[config.mk]
export PLATFORM = sky130hd
export DESIGN_NAME = pid_clamped_avg_derivative
export DESIGN_NICKNAME = d
export VERILOG_FILES = /design/src/sv/pca_pkg.sv /design/src/sv/pca_seq.sv /design/src/sv/pca_div.sv /design/src/sv/pca_dp.sv /design/src/sv/pid_clamped_avg_derivative.sv
export SDC_FILE = /design/constraint.sdc
export NUM_CORES = 2
export LEC_CHECK = 0
export BUFFER_PORTS_ARGS = -buffer_cell sky130_fd_sc_hd__buf_2
export CAP_MARGIN = 5
export CORE_MARGIN = 1.5
export CORE_UTILIZATION = 43
export CTS_BUF_LIST = sky130_fd_sc_hd__clkbuf_4
export DETAILED_ROUTE_END_ITERATION = 8
export PLACE_DENSITY_LB_ADDON = 0.05
export SLEW_MARGIN = 20
export SYNTH_ARGS = -nofsm -noshare
export SYNTH_HDL_FRONTEND = slang
export SYNTH_HIERARCHICAL = 1
export SYNTH_SLANG_ARGS = --single-unit
[constraint.sdc]
create_clock -name clock -period 11.8 [get_ports clock]
set_clock_uncertainty 0.2 [all_clocks]
set_input_delay 0.59 -clock clock [delete_from_list [all_inputs] [get_ports clock]]
set_output_delay 0.59 -clock clock [all_outputs]
set_load 0.1 [all_outputs]
[src/sv/pca_pkg.sv]
package pca_pkg;

   // payload widths
   localparam int SAMPLE_W   = 16;
   localparam int REQ_W      = 16;
   localparam int ERR_W      = 17;
   localparam int CHG_W      = 18;
   localparam int ACC_W      = 22;
   localparam int GAIN_W     = 16;
   localparam int LIMIT_W    = 15;
   localparam int CLAMP_W    = 21;
   localparam int MUL_B_W    = 22;
   localparam int PROD_W     = GAIN_W + MUL_B_W;
   localparam int P_W        = 24;
   localparam int OUT_W      = 40;
   localparam int RSP_W      = 3 * OUT_W + P_W;

   // iterative divider: quotient bits retired per cycle
   localparam int DIV_W      = 40;
   localparam int DIV_BITS   = 8;
   localparam int DIV_CYCLES = DIV_W / DIV_BITS;

   // register file
   localparam int CSR_ADDR_W = 3;
   localparam int CSR_DATA_W = 21;
   localparam logic [CSR_ADDR_W-1:0] REG_TARGET     = 3'd0;
   localparam logic [CSR_ADDR_W-1:0] REG_GAIN_P     = 3'd1;
   localparam logic [CSR_ADDR_W-1:0] REG_GAIN_I     = 3'd2;
   localparam logic [CSR_ADDR_W-1:0] REG_GAIN_D     = 3'd3;
   localparam logic [CSR_ADDR_W-1:0] REG_PROP_LIMIT = 3'd4;
   localparam logic [CSR_ADDR_W-1:0] REG_ACCUM_MAX  = 3'd5;
   localparam logic [CSR_ADDR_W-1:0] REG_ACCUM_MIN  = 3'd6;

   // microcode
   localparam int PC_W = 3;
   localparam logic [PC_W-1:0] STEP_IDLE   = 3'd0;
   localparam logic [PC_W-1:0] STEP_UPDATE = 3'd1;
   localparam logic [PC_W-1:0] STEP_PCLAMP = 3'd2;
   localparam logic [PC_W-1:0] STEP_ITERM  = 3'd3;
   localparam logic [PC_W-1:0] STEP_DLOAD  = 3'd4;
   localparam logic [PC_W-1:0] STEP_DIV    = 3'd5;
   localparam logic [PC_W-1:0] STEP_DTERM  = 3'd6;
   localparam logic [PC_W-1:0] STEP_EMIT   = 3'd7;

   typedef enum logic [2:0] {
      OP_LOAD,
      OP_UPDATE,
      OP_PCLAMP,
      OP_ITERM,
      OP_DIVLOAD,
      OP_DIVSTEP,
      OP_DTERM,
      OP_EMIT
   } op_type;

   typedef enum logic [1:0] {
      COND_NEXT,
      COND_NO_REQ,
      COND_DIV_MORE,
      COND_RSP_BUSY
   } cond_type;

   typedef struct packed {
      op_type              op;
      cond_type            cond;
      logic [PC_W-1:0]     target;
   } ctl_type;

   typedef struct packed {
      logic req_valid;
      logic rsp_busy;
      logic div_last;
   } stat_type;

   typedef struct packed {
      logic busy;
      logic last;
   } div_stat_type;

   typedef struct packed {
      logic signed [SAMPLE_W-1:0] target;
      logic signed [GAIN_W-1:0]   gain_p;
      logic signed [GAIN_W-1:0]   gain_i;
      logic signed [GAIN_W-1:0]   gain_d;
      logic        [LIMIT_W-1:0]  prop_limit;
      logic signed [CLAMP_W-1:0]  accum_max;
      logic signed [CLAMP_W-1:0]  accum_min;
   } cfg_type;

   // control store: one word per step
   function automatic ctl_type ucode(input logic [PC_W-1:0] pc);
      ctl_type w;
      case (pc)
         STEP_IDLE:   w = '{op: OP_LOAD,    cond: COND_NO_REQ,   target: STEP_IDLE};
         STEP_UPDATE: w = '{op: OP_UPDATE,  cond: COND_NEXT,     target: STEP_IDLE};
         STEP_PCLAMP: w = '{op: OP_PCLAMP,  cond: COND_NEXT,     target: STEP_IDLE};
         STEP_ITERM:  w = '{op: OP_ITERM,   cond: COND_NEXT,     target: STEP_IDLE};
         STEP_DLOAD:  w = '{op: OP_DIVLOAD, cond: COND_NEXT,     target: STEP_IDLE};
         STEP_DIV:    w = '{op: OP_DIVSTEP, cond: COND_DIV_MORE, target: STEP_DIV};
         STEP_DTERM:  w = '{op: OP_DTERM,   cond: COND_NEXT,     target: STEP_IDLE};
         STEP_EMIT:   w = '{op: OP_EMIT,    cond: COND_RSP_BUSY, target: STEP_EMIT};
         default:     w = '{op: OP_LOAD,    cond: COND_NO_REQ,   target: STEP_IDLE};
      endcase
      return w;
   endfunction

endpackage

[src/sv/pca_seq.sv]
module pca_seq (
   input  logic               clock,
   input  logic               reset,
   input  pca_pkg::stat_type  stat,
   output pca_pkg::ctl_type   ctl
);

   logic [pca_pkg::PC_W-1:0] pc_ff;
   logic [pca_pkg::PC_W-1:0] pc_in;
   logic [pca_pkg::PC_W-1:0] pc_inc;

   assign ctl    = pca_pkg::ucode(pc_ff);
   assign pc_inc = pc_ff + pca_pkg::PC_W'(1);

   always_comb begin
      case (ctl.cond)
         pca_pkg::COND_NEXT:     pc_in = pc_inc;
         pca_pkg::COND_NO_REQ:   pc_in = stat.req_valid ? pc_inc : ctl.target;
         pca_pkg::COND_DIV_MORE: pc_in = stat.div_last ? pc_inc : ctl.target;
         pca_pkg::COND_RSP_BUSY: pc_in = stat.rsp_busy ? ctl.target : pc_inc;
         default:                pc_in = pc_inc;
      endcase
   end

   always_ff @(posedge clock) begin
      if (reset) begin
         pc_ff <= pca_pkg::STEP_IDLE;
      end else begin
         pc_ff <= pc_in;
      end
   end

endmodule

[src/sv/pca_div.sv]
module pca_div #(
   parameter int FILL_W = 3
) (
   input  logic                       clock,
   input  logic                       reset,
   input  logic                       start,
   input  logic [pca_pkg::DIV_W-1:0]  dividend,
   input  logic [FILL_W-1:0]          divisor,
   output logic [pca_pkg::DIV_W-1:0]  quotient,
   output pca_pkg::div_stat_type      stat
);

   localparam int RW    = FILL_W + 1;
   localparam int CNT_W = $clog2(pca_pkg::DIV_CYCLES + 1);

   logic [CNT_W-1:0]          cnt_ff, cnt_in;
   logic [pca_pkg::DIV_W-1:0] quo_ff, quo_in, quo_step;
   logic [FILL_W-1:0]         rem_ff, rem_in, rem_step;
   logic [FILL_W-1:0]         dvs_ff, dvs_in;

   // restoring division, several quotient bits per cycle; remainder stays below divisor
   always_comb begin
      logic [RW-1:0]             r;
      logic [pca_pkg::DIV_W-1:0] q;
      r = RW'(rem_ff);
      q = quo_ff;
      for (int k = 0; k < pca_pkg::DIV_BITS; k++) begin
         r = {r[FILL_W-1:0], q[pca_pkg::DIV_W-1]};
         q = {q[pca_pkg::DIV_W-2:0], 1'b0};
         if (r >= RW'(dvs_ff)) begin
            r    = r - RW'(dvs_ff);
            q[0] = 1'b1;
         end
      end
      rem_step = r[FILL_W-1:0];
      quo_step = q;
   end

   always_comb begin
      cnt_in = cnt_ff;
      quo_in = quo_ff;
      rem_in = rem_ff;
      dvs_in = dvs_ff;
      if (start) begin
         cnt_in = CNT_W'(pca_pkg::DIV_CYCLES);
         quo_in = dividend;
         rem_in = '0;
         dvs_in = divisor;
      end else if (cnt_ff != '0) begin
         cnt_in = cnt_ff - CNT_W'(1);
         quo_in = quo_step;
         rem_in = rem_step;
      end
   end

   always_ff @(posedge clock) begin
      if (reset) begin
         cnt_ff <= '0;
      end else begin
         cnt_ff <= cnt_in;
      end
   end

   always_ff @(posedge clock) begin
      quo_ff <= quo_in;
      rem_ff <= rem_in;
      dvs_ff <= dvs_in;
   end

   assign quotient  = quo_ff;
   assign stat.busy = (cnt_ff != '0);
   assign stat.last = (cnt_ff == CNT_W'(1));

endmodule

[src/sv/pca_dp.sv]
module pca_dp #(
   parameter int WINDOW = 4,
   parameter int FILL_W = 3
) (
   input  logic                       clock,
   input  logic                       reset,
   input  pca_pkg::ctl_type           ctl,
   input  pca_pkg::cfg_type           cfg,
   input  logic                       clear,
   input  logic                       req_tvalid,
   input  logic [pca_pkg::REQ_W-1:0]  req_tdata,
   input  logic                       rsp_tready,
   output logic                       rsp_tvalid,
   output logic [pca_pkg::RSP_W-1:0]  rsp_tdata,
   output logic                       rsp_busy,
   output logic                       div_start,
   output logic [pca_pkg::DIV_W-1:0]  div_dividend,
   output logic [FILL_W-1:0]          div_divisor,
   input  logic [pca_pkg::DIV_W-1:0]  div_quotient
);

   localparam int SUM_W = pca_pkg::CHG_W + $clog2(WINDOW);

   logic signed [pca_pkg::ERR_W-1:0]   err_ff, err_in;
   logic signed [pca_pkg::ERR_W-1:0]   prev_ff, prev_in;
   logic signed [pca_pkg::ERR_W-1:0]   pprev_ff, pprev_in;
   logic signed [pca_pkg::CHG_W-1:0]   win_ff [WINDOW];
   logic signed [pca_pkg::CHG_W-1:0]   win_in [WINDOW];
   logic        [FILL_W-1:0]           fill_ff, fill_in;
   logic signed [SUM_W-1:0]            sum_ff, sum_in;
   logic signed [pca_pkg::ACC_W-1:0]   acc_ff, acc_in;
   logic signed [pca_pkg::PROD_W-1:0]  prod_ff, prod_in;
   logic signed [pca_pkg::P_W-1:0]     p_ff, p_in;
   logic signed [pca_pkg::PROD_W-1:0]  i_ff, i_in;
   logic signed [pca_pkg::OUT_W-1:0]   d_ff, d_in;
   logic                               neg_ff, neg_in;
   logic                               rsp_valid_ff, rsp_valid_in;
   logic        [pca_pkg::RSP_W-1:0]   rsp_data_ff, rsp_data_in;

   logic signed [pca_pkg::SAMPLE_W-1:0] sample;
   logic signed [pca_pkg::CHG_W-1:0]    chg, last_chg, new_chg;
   logic                                full;
   logic signed [pca_pkg::ACC_W:0]      acc_sum;
   logic signed [pca_pkg::GAIN_W-1:0]   mul_a;
   logic signed [pca_pkg::MUL_B_W-1:0]  mul_b;
   logic signed [pca_pkg::PROD_W-1:0]   lim;
   logic        [pca_pkg::PROD_W-1:0]   prod_mag;
   logic signed [pca_pkg::OUT_W-1:0]   drive;

   assign sample   = req_tdata[pca_pkg::SAMPLE_W-1:0];
   assign chg      = pca_pkg::CHG_W'(err_ff) - pca_pkg::CHG_W'(prev_ff);
   assign last_chg = pca_pkg::CHG_W'(prev_ff) - pca_pkg::CHG_W'(pprev_ff);
   // a flat error repeats the last change
   assign new_chg  = (chg != '0) ? chg : last_chg;
   assign full     = (fill_ff == FILL_W'(WINDOW));
   assign acc_sum  = (pca_pkg::ACC_W + 1)'(acc_ff) + (pca_pkg::ACC_W + 1)'(err_ff);
   assign lim      = $signed(pca_pkg::PROD_W'({cfg.prop_limit, 8'h00}));
   assign prod_mag = prod_ff[pca_pkg::PROD_W-1] ? (pca_pkg::PROD_W'(0) - prod_ff) : prod_ff;
   assign drive    = pca_pkg::OUT_W'(p_ff) + pca_pkg::OUT_W'(i_ff) + d_ff;

   // shared multiplier
   always_comb begin
      case (ctl.op)
         pca_pkg::OP_UPDATE: begin
            mul_a = cfg.gain_p;
            mul_b = pca_pkg::MUL_B_W'(err_ff);
         end
         pca_pkg::OP_PCLAMP: begin
            mul_a = cfg.gain_i;
            mul_b = pca_pkg::MUL_B_W'(acc_ff);
         end
         default: begin
            mul_a = cfg.gain_d;
            mul_b = pca_pkg::MUL_B_W'(sum_ff);
         end
      endcase
   end

   always_comb begin
      err_in       = err_ff;
      prev_in      = prev_ff;
      pprev_in     = pprev_ff;
      win_in       = win_ff;
      fill_in      = fill_ff;
      sum_in       = sum_ff;
      acc_in       = acc_ff;
      prod_in      = prod_ff;
      p_in         = p_ff;
      i_in         = i_ff;
      d_in         = d_ff;
      neg_in       = neg_ff;
      rsp_valid_in = rsp_valid_ff && !rsp_tready;
      rsp_data_in  = rsp_data_ff;
      case (ctl.op)
         pca_pkg::OP_LOAD: begin
            if (req_tvalid) begin
               err_in = pca_pkg::ERR_W'(cfg.target) - pca_pkg::ERR_W'(sample);
            end
         end
         pca_pkg::OP_UPDATE: begin
            // push the change; drop the oldest when the window is full
            for (int k = 0; k < WINDOW - 1; k++) begin
               if (full) begin
                  win_in[k] = win_ff[k+1];
               end else if (fill_ff == FILL_W'(k)) begin
                  win_in[k] = new_chg;
               end
            end
            if (full || fill_ff == FILL_W'(WINDOW - 1)) begin
               win_in[WINDOW-1] = new_chg;
            end
            if (full) begin
               sum_in = sum_ff + SUM_W'(new_chg) - SUM_W'(win_ff[0]);
            end else begin
               sum_in  = sum_ff + SUM_W'(new_chg);
               fill_in = fill_ff + FILL_W'(1);
            end
            // upper clamp wins when limits are inverted
            if (acc_sum > (pca_pkg::ACC_W + 1)'(cfg.accum_max)) begin
               acc_in = pca_pkg::ACC_W'(cfg.accum_max);
            end else if (acc_sum < (pca_pkg::ACC_W + 1)'(cfg.accum_min)) begin
               acc_in = pca_pkg::ACC_W'(cfg.accum_min);
            end else begin
               acc_in = pca_pkg::ACC_W'(acc_sum);
            end
            pprev_in = prev_ff;
            prev_in  = err_ff;
            prod_in  = mul_a * mul_b;
         end
         pca_pkg::OP_PCLAMP: begin
            if (prod_ff > lim) begin
               p_in = pca_pkg::P_W'(lim);
            end else if (prod_ff < -lim) begin
               p_in = pca_pkg::P_W'(-lim);
            end else begin
               p_in = pca_pkg::P_W'(prod_ff);
            end
            prod_in = mul_a * mul_b;
         end
         pca_pkg::OP_ITERM: begin
            i_in    = prod_ff;
            prod_in = mul_a * mul_b;
         end
         pca_pkg::OP_DIVLOAD: begin
            neg_in = prod_ff[pca_pkg::PROD_W-1];
         end
         pca_pkg::OP_DIVSTEP: begin
         end
         pca_pkg::OP_DTERM: begin
            d_in = neg_ff ? $signed(pca_pkg::OUT_W'(0) - div_quotient) : $signed(div_quotient);
         end
         pca_pkg::OP_EMIT: begin
            if (!rsp_busy) begin
               rsp_valid_in = 1'b1;
               rsp_data_in  = {d_ff, pca_pkg::OUT_W'(i_ff), p_ff, drive};
            end
         end
         default: begin
         end
      endcase
      // new setpoint: drop all history
      if (clear) begin
         prev_in  = '0;
         pprev_in = '0;
         fill_in  = '0;
         sum_in   = '0;
         acc_in   = '0;
      end
   end

   always_ff @(posedge clock) begin
      if (reset) begin
         prev_ff      <= '0;
         pprev_ff     <= '0;
         fill_ff      <= '0;
         sum_ff       <= '0;
         acc_ff       <= '0;
         rsp_valid_ff <= 1'b0;
      end else begin
         prev_ff      <= prev_in;
         pprev_ff     <= pprev_in;
         fill_ff      <= fill_in;
         sum_ff       <= sum_in;
         acc_ff       <= acc_in;
         rsp_valid_ff <= rsp_valid_in;
      end
   end

   always_ff @(posedge clock) begin
      err_ff      <= err_in;
      win_ff      <= win_in;
      prod_ff     <= prod_in;
      p_ff        <= p_in;
      i_ff        <= i_in;
      d_ff        <= d_in;
      neg_ff      <= neg_in;
      rsp_data_ff <= rsp_data_in;
   end

   assign rsp_busy     = rsp_valid_ff && !rsp_tready;
   assign rsp_tvalid   = rsp_valid_ff;
   assign rsp_tdata    = rsp_data_ff;
   assign div_start    = (ctl.op == pca_pkg::OP_DIVLOAD);
   assign div_dividend = pca_pkg::DIV_W'(prod_mag);
   assign div_divisor  = fill_ff;

`ifndef ASSERT_OFF
   a_fill_after_push: assert property (@(posedge clock) disable iff (reset)
      (ctl.op == pca_pkg::OP_UPDATE && !clear) |=>
         (fill_ff != '0 && fill_ff <= FILL_W'(WINDOW)))
      else $error("window fill out of range after push");

   a_acc_clamped: assert property (@(posedge clock) disable iff (reset)
      (ctl.op == pca_pkg::OP_UPDATE && !clear && cfg.accum_max >= cfg.accum_min) |=>
         (acc_ff <= pca_pkg::ACC_W'($past(cfg.accum_max)) &&
          acc_ff >= pca_pkg::ACC_W'($past(cfg.accum_min))))
      else $error("integrator escaped its clamps");

   a_rsp_from_emit: assert property (@(posedge clock) disable iff (reset)
      $rose(rsp_valid_ff) |-> $past(ctl.op == pca_pkg::OP_EMIT))
      else $error("result beat raised outside the emit step");
`endif

endmodule

[src/sv/pid_clamped_avg_derivative.sv]
// A result beat follows the update, proportional clamp, integral, divider load, divide,
// derivative and emit steps; a new sample is taken only in the idle step, one at a time.
// The shared multiplier takes three steps and the divider by window fill retires 8
// quotient bits per cycle. A stalled result holds the sequencer in its last step.
// Reset (synchronous): the settings registers take their default values, all history
// is cleared, and the block is ready for a sample as soon as reset is released.
module pid_clamped_avg_derivative #(
   parameter int WINDOW = 4
) (
   input  logic                             clock,
   input  logic                             reset,
   input  logic                             req_tvalid,
   output logic                             req_tready,
   input  logic [pca_pkg::REQ_W-1:0]        req_tdata,   // [15:0] sample
   output logic                             rsp_tvalid,
   input  logic                             rsp_tready,
   output logic [pca_pkg::RSP_W-1:0]        rsp_tdata,   // [39:0] drive, [63:40] p_term,
                                                         // [103:64] i_term, [143:104] d_term
   input  logic                             csr_we,
   input  logic [pca_pkg::CSR_ADDR_W-1:0]   csr_addr,
   input  logic [pca_pkg::CSR_DATA_W-1:0]   csr_wdata
);

   localparam int FILL_W = $clog2(WINDOW + 1);

   pca_pkg::cfg_type       cfg_ff, cfg_in;
   pca_pkg::ctl_type       ctl;
   pca_pkg::stat_type      stat;
   pca_pkg::div_stat_type  div_stat;
   logic                   clear;
   logic                   rsp_busy;
   logic                   div_start;
   logic [pca_pkg::DIV_W-1:0] div_dividend;
   logic [pca_pkg::DIV_W-1:0] div_quotient;
   logic [FILL_W-1:0]      div_divisor;

   assign clear = csr_we && (csr_addr == pca_pkg::REG_TARGET);

   always_comb begin
      cfg_in = cfg_ff;
      if (csr_we) begin
         case (csr_addr)
            pca_pkg::REG_TARGET:     cfg_in.target     = csr_wdata[15:0];
            pca_pkg::REG_GAIN_P:     cfg_in.gain_p     = csr_wdata[15:0];
            pca_pkg::REG_GAIN_I:     cfg_in.gain_i     = csr_wdata[15:0];
            pca_pkg::REG_GAIN_D:     cfg_in.gain_d     = csr_wdata[15:0];
            pca_pkg::REG_PROP_LIMIT: cfg_in.prop_limit = csr_wdata[14:0];
            pca_pkg::REG_ACCUM_MAX:  cfg_in.accum_max  = csr_wdata[20:0];
            pca_pkg::REG_ACCUM_MIN:  cfg_in.accum_min  = csr_wdata[20:0];
            default: begin
            end
         endcase
      end
   end

   always_ff @(posedge clock) begin
      if (reset) begin
         cfg_ff.target     <= 16'sd0;
         cfg_ff.gain_p     <= 16'sd256;
         cfg_ff.gain_i     <= 16'sd0;
         cfg_ff.gain_d     <= 16'sd2560;
         cfg_ff.prop_limit <= 15'd12;
         cfg_ff.accum_max  <= 21'sd250;
         cfg_ff.accum_min  <= -21'sd100;
      end else begin
         cfg_ff <= cfg_in;
      end
   end

   assign stat.req_valid = req_tvalid;
   assign stat.rsp_busy  = rsp_busy;
   assign stat.div_last  = div_stat.last;

   assign req_tready = (ctl.op == pca_pkg::OP_LOAD);

   pca_seq u_seq (
      .clock (clock),
      .reset (reset),
      .stat  (stat),
      .ctl   (ctl)
   );

   pca_dp #(
      .WINDOW (WINDOW),
      .FILL_W (FILL_W)
   ) u_dp (
      .clock        (clock),
      .reset        (reset),
      .ctl          (ctl),
      .cfg          (cfg_ff),
      .clear        (clear),
      .req_tvalid   (req_tvalid),
      .req_tdata    (req_tdata),
      .rsp_tready   (rsp_tready),
      .rsp_tvalid   (rsp_tvalid),
      .rsp_tdata    (rsp_tdata),
      .rsp_busy     (rsp_busy),
      .div_start    (div_start),
      .div_dividend (div_dividend),
      .div_divisor  (div_divisor),
      .div_quotient (div_quotient)
   );

   pca_div #(
      .FILL_W (FILL_W)
   ) u_div (
      .clock    (clock),
      .reset    (reset),
      .start    (div_start),
      .dividend (div_dividend),
      .divisor  (div_divisor),
      .quotient (div_quotient),
      .stat     (div_stat)
   );

`ifndef ASSERT_OFF
   a_idle_div_quiet: assert property (@(posedge clock) disable iff (reset)
      req_tready |-> !div_stat.busy)
      else $error("divider still running while a new sample is taken");
`endif

endmodule

# --- Yosys cells after proc, flatten, opt, wreduce, memory -nomap -nowiden ---
# Memory sizes are Yosys's and may differ from the RTL's. A register that Yosys moved wholly into a read port is not among the register bits.
# Index checks and enable logic that the tools add are counted.
# W data, S select, Z words.
classes:
  add_sub_neg: 22
  n_mul: 1
  n_lt_le_gt_ge: 12
  n_eq_ne: 20
  mux: 42
  bitwise_logic: 2
  reduce_logical: 31
ops:
  columns: ["cell", "n"]
  rows:
  - ["$mux W18", 7]
  - ["$mux W38", 3]
  - ["$mux W22", 2]
  - ["$pmux W22 S2", 1]
  - ["$mux W3", 14]
  - ["$add A40 B40 Y40", 1]
  - ["$mux W40", 1]
  - ["$sub A1 B40 Y40 const A", 1]
  - ["$add A24 B38 Y39", 1]
  - ["$gt A38 B24 Y1", 1]
  - ["$lt A38 B38 Y1", 1]
  - ["$mul A16 B22 Y38", 1]
  - ["$neg A23 Y38", 1]
  - ["$sub A1 B38 Y38 const A", 1]
  - ["$sub A17 B17 Y18", 2]
  - ["$ge A4 B3 Y1", 8]
  - ["$pmux W16 S2", 1]
  - ["$reduce_and A2 Y1", 14]
  - ["$mux W24", 1]
  - ["$sub A3 B3 Y3", 8]
  - ["$add A22 B17 Y23", 1]
  - ["$gt A23 B21 Y1", 1]
  - ["$lt A23 B21 Y1", 1]
  - ["$mux W23", 1]
  - ["other kinds (24)", 56]
totals:
  register_bits: 627
  rom_bits: 64
  inputBits: 45
  output_inout_bits: 146
  elab_cells: 163
  n_memories: 1
memory_table:
  columns: ["name", "depth", "width", "rd", "rd_clocked_by_memory_dff", "write_ports", "line_no", "rtl"]
  rows:
  - ["(no name shown)", 8, 8, 1, 1, 0, "pca_pkg.sv:93", "case (pc)"]

# --- Logic depth before layout (Yosys ltp) ---
depth:
  depth_word: 18
  mapped_depth: 59
  mapped_depth_nobuf: 58

# --- Modules after synthesis ---
# Netlist, hierarchy kept.
by_module_without_submodules:
  columns: ["mod", "instances", "cells_per_inst", "area_each_um2", "seq_area_each_um2"]
  rows:
  - ["pca_dp", 1, 4215, 41115.7, 12772.2]
  - ["pid_clamped_avg_derivative", 1, 449, 4804.6, 2422.3]
  - ["pca_div", 1, 278, 3355.7, 1411.4]
  - ["pca_seq", 1, 39, 396.6, 180.2]

# --- Worst setup path before layout ---
# No wires, ideal clock.
synth_timing:
  path_type: "reg2reg"
  start: "register u_div.dvs_ff[1]"
  end: "register u_div.quo_ff, in the netlist u_div/quotient[0], data pin"
  setup_time_ns: 0.262
  t_arrival_ns: 11.145
  t_required_ns: 11.338
  setup_slack_ns: 0.193
  stages_incl_launch_ff: 53
  path_buffers: 1
  synth_period_minus_slack_ns: 11.607
  path_cell_list: "edfxtp_1 -> inv_1 -> fa_1 -> a211oi_2 -> nand2_1 -> mux2i_1 -> inv_1 -> ha_1 -> nor2b_4 -> a311oi_2 -> o21ai_2 -> mux2i_1 -> ha_1 -> a21bo_1 -> a21o_1 -> a221o_1 -> buf_6 -> o21ai_0 -> (+17 left out) -> ha_1 -> nand2_1 -> nand2_1 -> a21oi_1 -> nand3_2 -> a21oi_1 -> ha_1 -> nand2_1 -> nand2_1 -> a21o_1 -> a311oi_1 -> o21bai_1 -> mux2i_1 -> ha_1 -> a21o_1 -> a221oi_1 -> o211ai_2 -> mux2_1"
synth_via:
  elab_chain_len: 18
  elab_cells_between_ends: 25
  cone_classes: "add/sub (7); order compare (8); mux (10)"
synth_lines:
  columns: ["item", "line_no", "rtl"]
  rows:
  - ["start: declaration", "pca_div.sv:19", "logic [FILL_W-1:0] dvs_ff, dvs_in;"]
  - ["start signal: assignment", "pca_div.sv:67", "dvs_ff <= dvs_in;"]
  - ["$ge A4 B3 Y1 / $sub A3 B3 Y3 (equally long branches)", "pca_div.sv:30, pca_div.sv:31", null]
  - ["$mux W3", "pca_div.sv:30", "if (r >= RW'(dvs_ff)) begin"]
  - ["$ge A4 B3 Y1 / $sub A3 B3 Y3 (equally long branches)", "pca_div.sv:30, pca_div.sv:31", null]
  - ["$mux W3", "pca_div.sv:30", null]
  - ["$ge A4 B3 Y1 / $sub A3 B3 Y3 (equally long branches)", "pca_div.sv:30, pca_div.sv:31", null]
  - ["$mux W3", "pca_div.sv:30", null]
  - ["$ge A4 B3 Y1 / $sub A3 B3 Y3 (equally long branches)", "pca_div.sv:30, pca_div.sv:31", null]
  - ["$mux W3", "pca_div.sv:30", null]
  - ["(+3 left out)", null, null]
  - ["$mux W3", "pca_div.sv:30", null]
  - ["$ge A4 B3 Y1 / $sub A3 B3 Y3 (equally long branches)", "pca_div.sv:30, pca_div.sv:31", null]
  - ["$mux W3", "pca_div.sv:30", null]
  - ["$ge A4 B3 Y1 *", "pca_div.sv:30", null]
  - ["$mux W1 *", "pca_div.sv:30", null]
  - ["$mux W38 *", "pca_div.sv:49", "end else if (cnt_ff != '0) begin"]
  - ["$mux W38 *", "pca_div.sv:44", "if (start) begin"]
  - ["net u_div.quo_in (one bit)", "pca_div.sv:17", "logic [pca_pkg::DIV_W-1:0] quo_ff, quo_in, quo_step;"]
  - ["end signal: assignment", "pca_div.sv:65", "quo_ff <= quo_in;"]
  - ["end: declaration", "pca_div.sv:17", null]
# The timed path passes the listed nets; every way through them passes the cells marked *. The select of a mux whose other input is x is not followed.
# A chain may end at the register's enable or synchronous reset.

# --- Worst setup path in the final report ---
layout_timing:
  start: "register u_div.quo_ff, in the netlist u_div/quotient[39]"
  end: "register u_div.quo_ff, in the netlist u_div/quotient[0], data pin"
layout_via:
  elab_chain_len: 18
  elab_cells_between_ends: 25
  cone_classes: "add/sub (7); order compare (8); mux (10)"
layout_lines:
  columns: ["item", "line_no"]
  rows:
  - ["$ge A4 B3 Y1 / $sub A3 B3 Y3 (equally long branches)", "pca_div.sv:30, pca_div.sv:31"]
  - ["$mux W3 *", "pca_div.sv:30"]
  - ["$ge A4 B3 Y1 / $sub A3 B3 Y3 (equally long branches)", "pca_div.sv:30, pca_div.sv:31"]
  - ["$mux W3 *", "pca_div.sv:30"]
  - ["$ge A4 B3 Y1 / $sub A3 B3 Y3 (equally long branches)", "pca_div.sv:30, pca_div.sv:31"]
  - ["$mux W3 *", "pca_div.sv:30"]
  - ["$ge A4 B3 Y1 / $sub A3 B3 Y3 (equally long branches)", "pca_div.sv:30, pca_div.sv:31"]
  - ["$mux W3 *", "pca_div.sv:30"]
  - ["(+3 left out)", null]
  - ["$mux W3 *", "pca_div.sv:30"]
  - ["$ge A4 B3 Y1 / $sub A3 B3 Y3 (equally long branches)", "pca_div.sv:30, pca_div.sv:31"]
  - ["$mux W3 *", "pca_div.sv:30"]
  - ["$ge A4 B3 Y1 *", "pca_div.sv:30"]
  - ["$mux W1 *", "pca_div.sv:30"]
  - ["$mux W38 *", "pca_div.sv:49"]
  - ["$mux W38 *", "pca_div.sv:44"]
  - ["net u_div.quo_in (one bit)", "pca_div.sv:17"]
# Marks and branches as above.

==> results.md <==
- The violation count after the first detailed-routing iteration is approximately 2100.
- Summed over all cells, the static leakage comes to 24.2 nW.
- Counting every sink on the clock net gives 631.
- The buffer levels on the longest clock path is 3.
- Averaged over all synthesized cells, the footprint is 9.97 sq um.
- The fraction of the cycle the final worst path needs is 0.941.
- In this run the worst hold path is classified as primary input to register.
- The checks that failed: DRC.
- Across all setup checks in the final design, the least slack found is between 0.6 and 0.7 ns.
- In this design, the largest share of critical-path delay is due to compound AO/OA/AOI/OAI gates.
- The slowest stage of the critical path is the sky130_fd_sc_hd__edfxtp_1 cell.
- In the routed layout, each cell is associated on average with a via count of about 5.3.
- The worst setup path is of the register to register kind.
- The via count is 36800.
- The first global-routing pass estimated 219000 um of wire.
- Of the total power, registers draw 0.225.
- Clock tree synthesis selected as its root buffer the cell sky130_fd_sc_hd__clkbuf_4.
- The maximum ir drop on the vdd rail is 0.426 mV.
- The total of endpoints with negative setup slack in the final report is 0.
- The number of antenna violations at the first check in global routing is 10.
- The post-detailed-placement half-perimeter wirelength is roughly 110000 um.
- The die area is 0.118 sq mm.
- The via count of the first global-routing pass is roughly 37000.
- On the worst path, the slowest cell contributes a delay of 0.43 ns.
- The power per standard cell area is 270 mW/mm^2.
- The arrival time at the worst endpoint is 11.71 ns.
- In this run the number of H-tree levels came out at 4.
- For the final routed database, the setup TNS stands at 0 ns.
- Before antenna repair, the detailed router went through 7 iterations.
- The critical path contains buffers and inverters numbering 6 combined.
- The post-synthesis to final-layout area growth is 11.5%.
- The maximum number of pins on one net before global-route repair is 76.
- The endpoint type of the worst setup path is a register.
- The die is 343 um wide.
- The flow ran to the end, but the final reports show violations.
- Buffers inserted during clock tree synthesis total between 150 and 200.
- The ratio of cells with drive above 1 in the final layout is 0.122.
- The maximum fanout encountered on the critical timing path is 6.
- The share of total power consumed by net switching is 0.462.
- The routed design has around 140000 um of wire.
- The total area inside the core boundary comes to 0.115 sq mm.
- The worst setup timing slack at the placement stage is between 0.05 and 0.06 ns.
- The worst path required time is 12.41 ns.
- The initial utilization of the core area, before any placement, comes to 0.434.
- Dividing the detail-routed wire length by the instance count gives around 20 um.
- The internal power of the cells is 8.04 mW.
- After layout, the minimum clock period comes to 11.10 ns.
- At the pin with the least slew margin, the transition time is 1.16 ns.
- The final-layout fill cell count is 11000.
- The clock transition at the registers of the reported paths is 0.07 ns.
- Yosys printed 6 warnings.
- The tool flagged a number of max-cap violations equal to 0.
- The count of final max-slew check failures was 0.
- The routability congestion estimate is 0.886.
- Across all hold checks on the routed design, the worst slack comes to 0.139 ns.
- The worst max-slew margin expressed relative to the limit is 0.226.
- Pin placement for this block handled 191 I/O pins.
- The share of total power dissipated in the clock network is 0.132.
- The analysis attributes to net switching a power of 6.89 mW.
- The net count reported at finish is 6121.
- The worst setup path is launched from a register.
- The number of hold violations in the final report was 0.
- For this run, design rule violations remaining after detail routing come to 60.
- The maximum achievable frequency is 0.0901 GHz.
- In the global route stage, overall resource usage came out at 0.245.
- The share of total power dissipated in combinational logic is 0.643.
- The die is 343 um tall.
- The CTS tree is yes.
- Port buffering added 190 buffers.
- Once detail routing completed, the nets flagged for antenna violations numbered 0.
- Summed over all layers, the global routing overflow is 0.
- In the synthesized netlist, the number of instances is 4979.
- The placement row count is between 100 and 150.
- Summing every instance area after synthesis gives 0.0497 sq mm.
- For the worst-skew pair, the clock arrives at the later sink with an insertion delay of 1.13 ns.
[per-layer routing]
layer / vias to the layer above / wire [um] / GRT usage / part of all wire
met5: - / 41 / 0 / 0.00029
met2: 949 / 63100 / 0.380 / 0.44
met3: 195 / 7240 / 0.0367 / 0.051
met4: 6 / 3610 / 0.0796 / 0.025
li1: 17800 / - / - / -
met1: 17900 / 68300 / 0.350 / 0.48
[worst paths after layout]
path	startpoint	to	cells past startpoint	slack (ns)
setup / recovery	u_div/quotient[39]$_DFFE_PP_	u_div/quotient[0]$_DFFE_PP_	52	0.70
setup reg to reg	u_div/quotient[39]$_DFFE_PP_	u_div/quotient[0]$_DFFE_PP_	52	0.70
hold reg to reg	u_dp/pprev_ff[9]$_SDFFE_PP0N_	u_dp/pprev_ff[9]$_SDFFE_PP0N_	2	0.25
hold / removal	csr_wdata[7]	cfg_ff[7]$_SDFFE_PP1P_	4	0.14
[cell type report]
cell class | instances | area [sq um] | share of cell area
sequential | 631 | 16800 | 0.303
timing repair buffer | 329 | 2170 | 0.0391
antenna | 7 | 17.5 | 0.000316
clock inverter | 67 | 313 | 0.00565
inverter | 665 | 2500 | 0.0451
multi-input combinational | 3505 | 29800 | 0.539
tap | 1512 | 1890 | 0.0342
clock buffer | 248 | 1860 | 0.0336
[cell usage in the layout (no fill, tap or decap), types with 26 or more instances in the layout]
master                          count
sky130_fd_sc_hd__ha_1             368
sky130_fd_sc_hd__dlygate4sd3_1     68
sky130_fd_sc_hd__o211ai_1          29
sky130_fd_sc_hd__o22a_1            51
sky130_fd_sc_hd__edfxtp_1         415
sky130_fd_sc_hd__o21ai_0          129
sky130_fd_sc_hd__buf_2            189
sky130_fd_sc_hd__xor2_1            47
sky130_fd_sc_hd__nand2_1          469
sky130_fd_sc_hd__nor3_1            52
sky130_fd_sc_hd__o31ai_1           26
sky130_fd_sc_hd__a31oi_1           32
sky130_fd_sc_hd__nor2_1           372
sky130_fd_sc_hd__inv_1            663
sky130_fd_sc_hd__fa_1             399
sky130_fd_sc_hd__nand2b_1         156
sky130_fd_sc_hd__o22ai_1           28
sky130_fd_sc_hd__clkbuf_4         248
sky130_fd_sc_hd__a211oi_1          27
sky130_fd_sc_hd__xnor2_1          201
sky130_fd_sc_hd__nand4_1           26
sky130_fd_sc_hd__clkinv_1          48
sky130_fd_sc_hd__nor2b_1           37
sky130_fd_sc_hd__and2_1            31
sky130_fd_sc_hd__o21a_1            63
sky130_fd_sc_hd__nand3_1           63
sky130_fd_sc_hd__dfxtp_1          215
sky130_fd_sc_hd__a21o_1           109
sky130_fd_sc_hd__a21oi_1          216
sky130_fd_sc_hd__mux2_2            43
sky130_fd_sc_hd__mux2i_1          164
sky130_fd_sc_hd__buf_4             72
sky130_fd_sc_hd__or3_1             26
[power groups by stage]
stage,combinational (mW),clock [mW],sequential (mW)
floorplan,6.95,0,3.20
detailed placement,9.24,0,3.41
global placement,9.19,0,3.41
finish,9.60,1.97,3.36
global route,10.9,2.16,3.39
CTS,9.33,2.06,3.36
[sequential cells by signal, summed over array words and instances, names as in the netlist, 20 cells and up]
register        flops
cfg_ff            121
u_div/quotient     40
u_dp/acc_ff        22
u_dp/d_ff          40
u_dp/i_ff          38
u_dp/p_ff          24
u_dp/prod_ff       38
u_dp/rsp_tdata    142
u_dp/sum_ff        20
u_dp/win_ff        72
[tightest hold or removal path: cells and delay by family]
kind	cells	cell delay, ns
buffers and inverters	2	0.65
multiplexers	1	0.11
AND/OR/NAND/NOR	1	0.06
[repair_timing]
item                                    4_1_cts  5_1_grt
endpoints found under the setup margin        1        4
hold endpoints to repair                    150        0
resized for setup                             1       17
setup buffers                                 0        4
pin swaps                                     0        4
hold buffers                                 68        0
[metrics by stage]
stage,power [mW],std cells,instance area (sq um),util
after CTS,14.7,6953,55200,0.482
final,14.9,6964,55400,0.484
after global routing,16.4,6963,55400,0.484
after detailed placement,12.6,6570,52400,0.457
after floorplan,10.2,4980,49700,-
after global placement,12.6,6570,52400,0.457
Note: power is estimated with default switching activity, not from simulation.
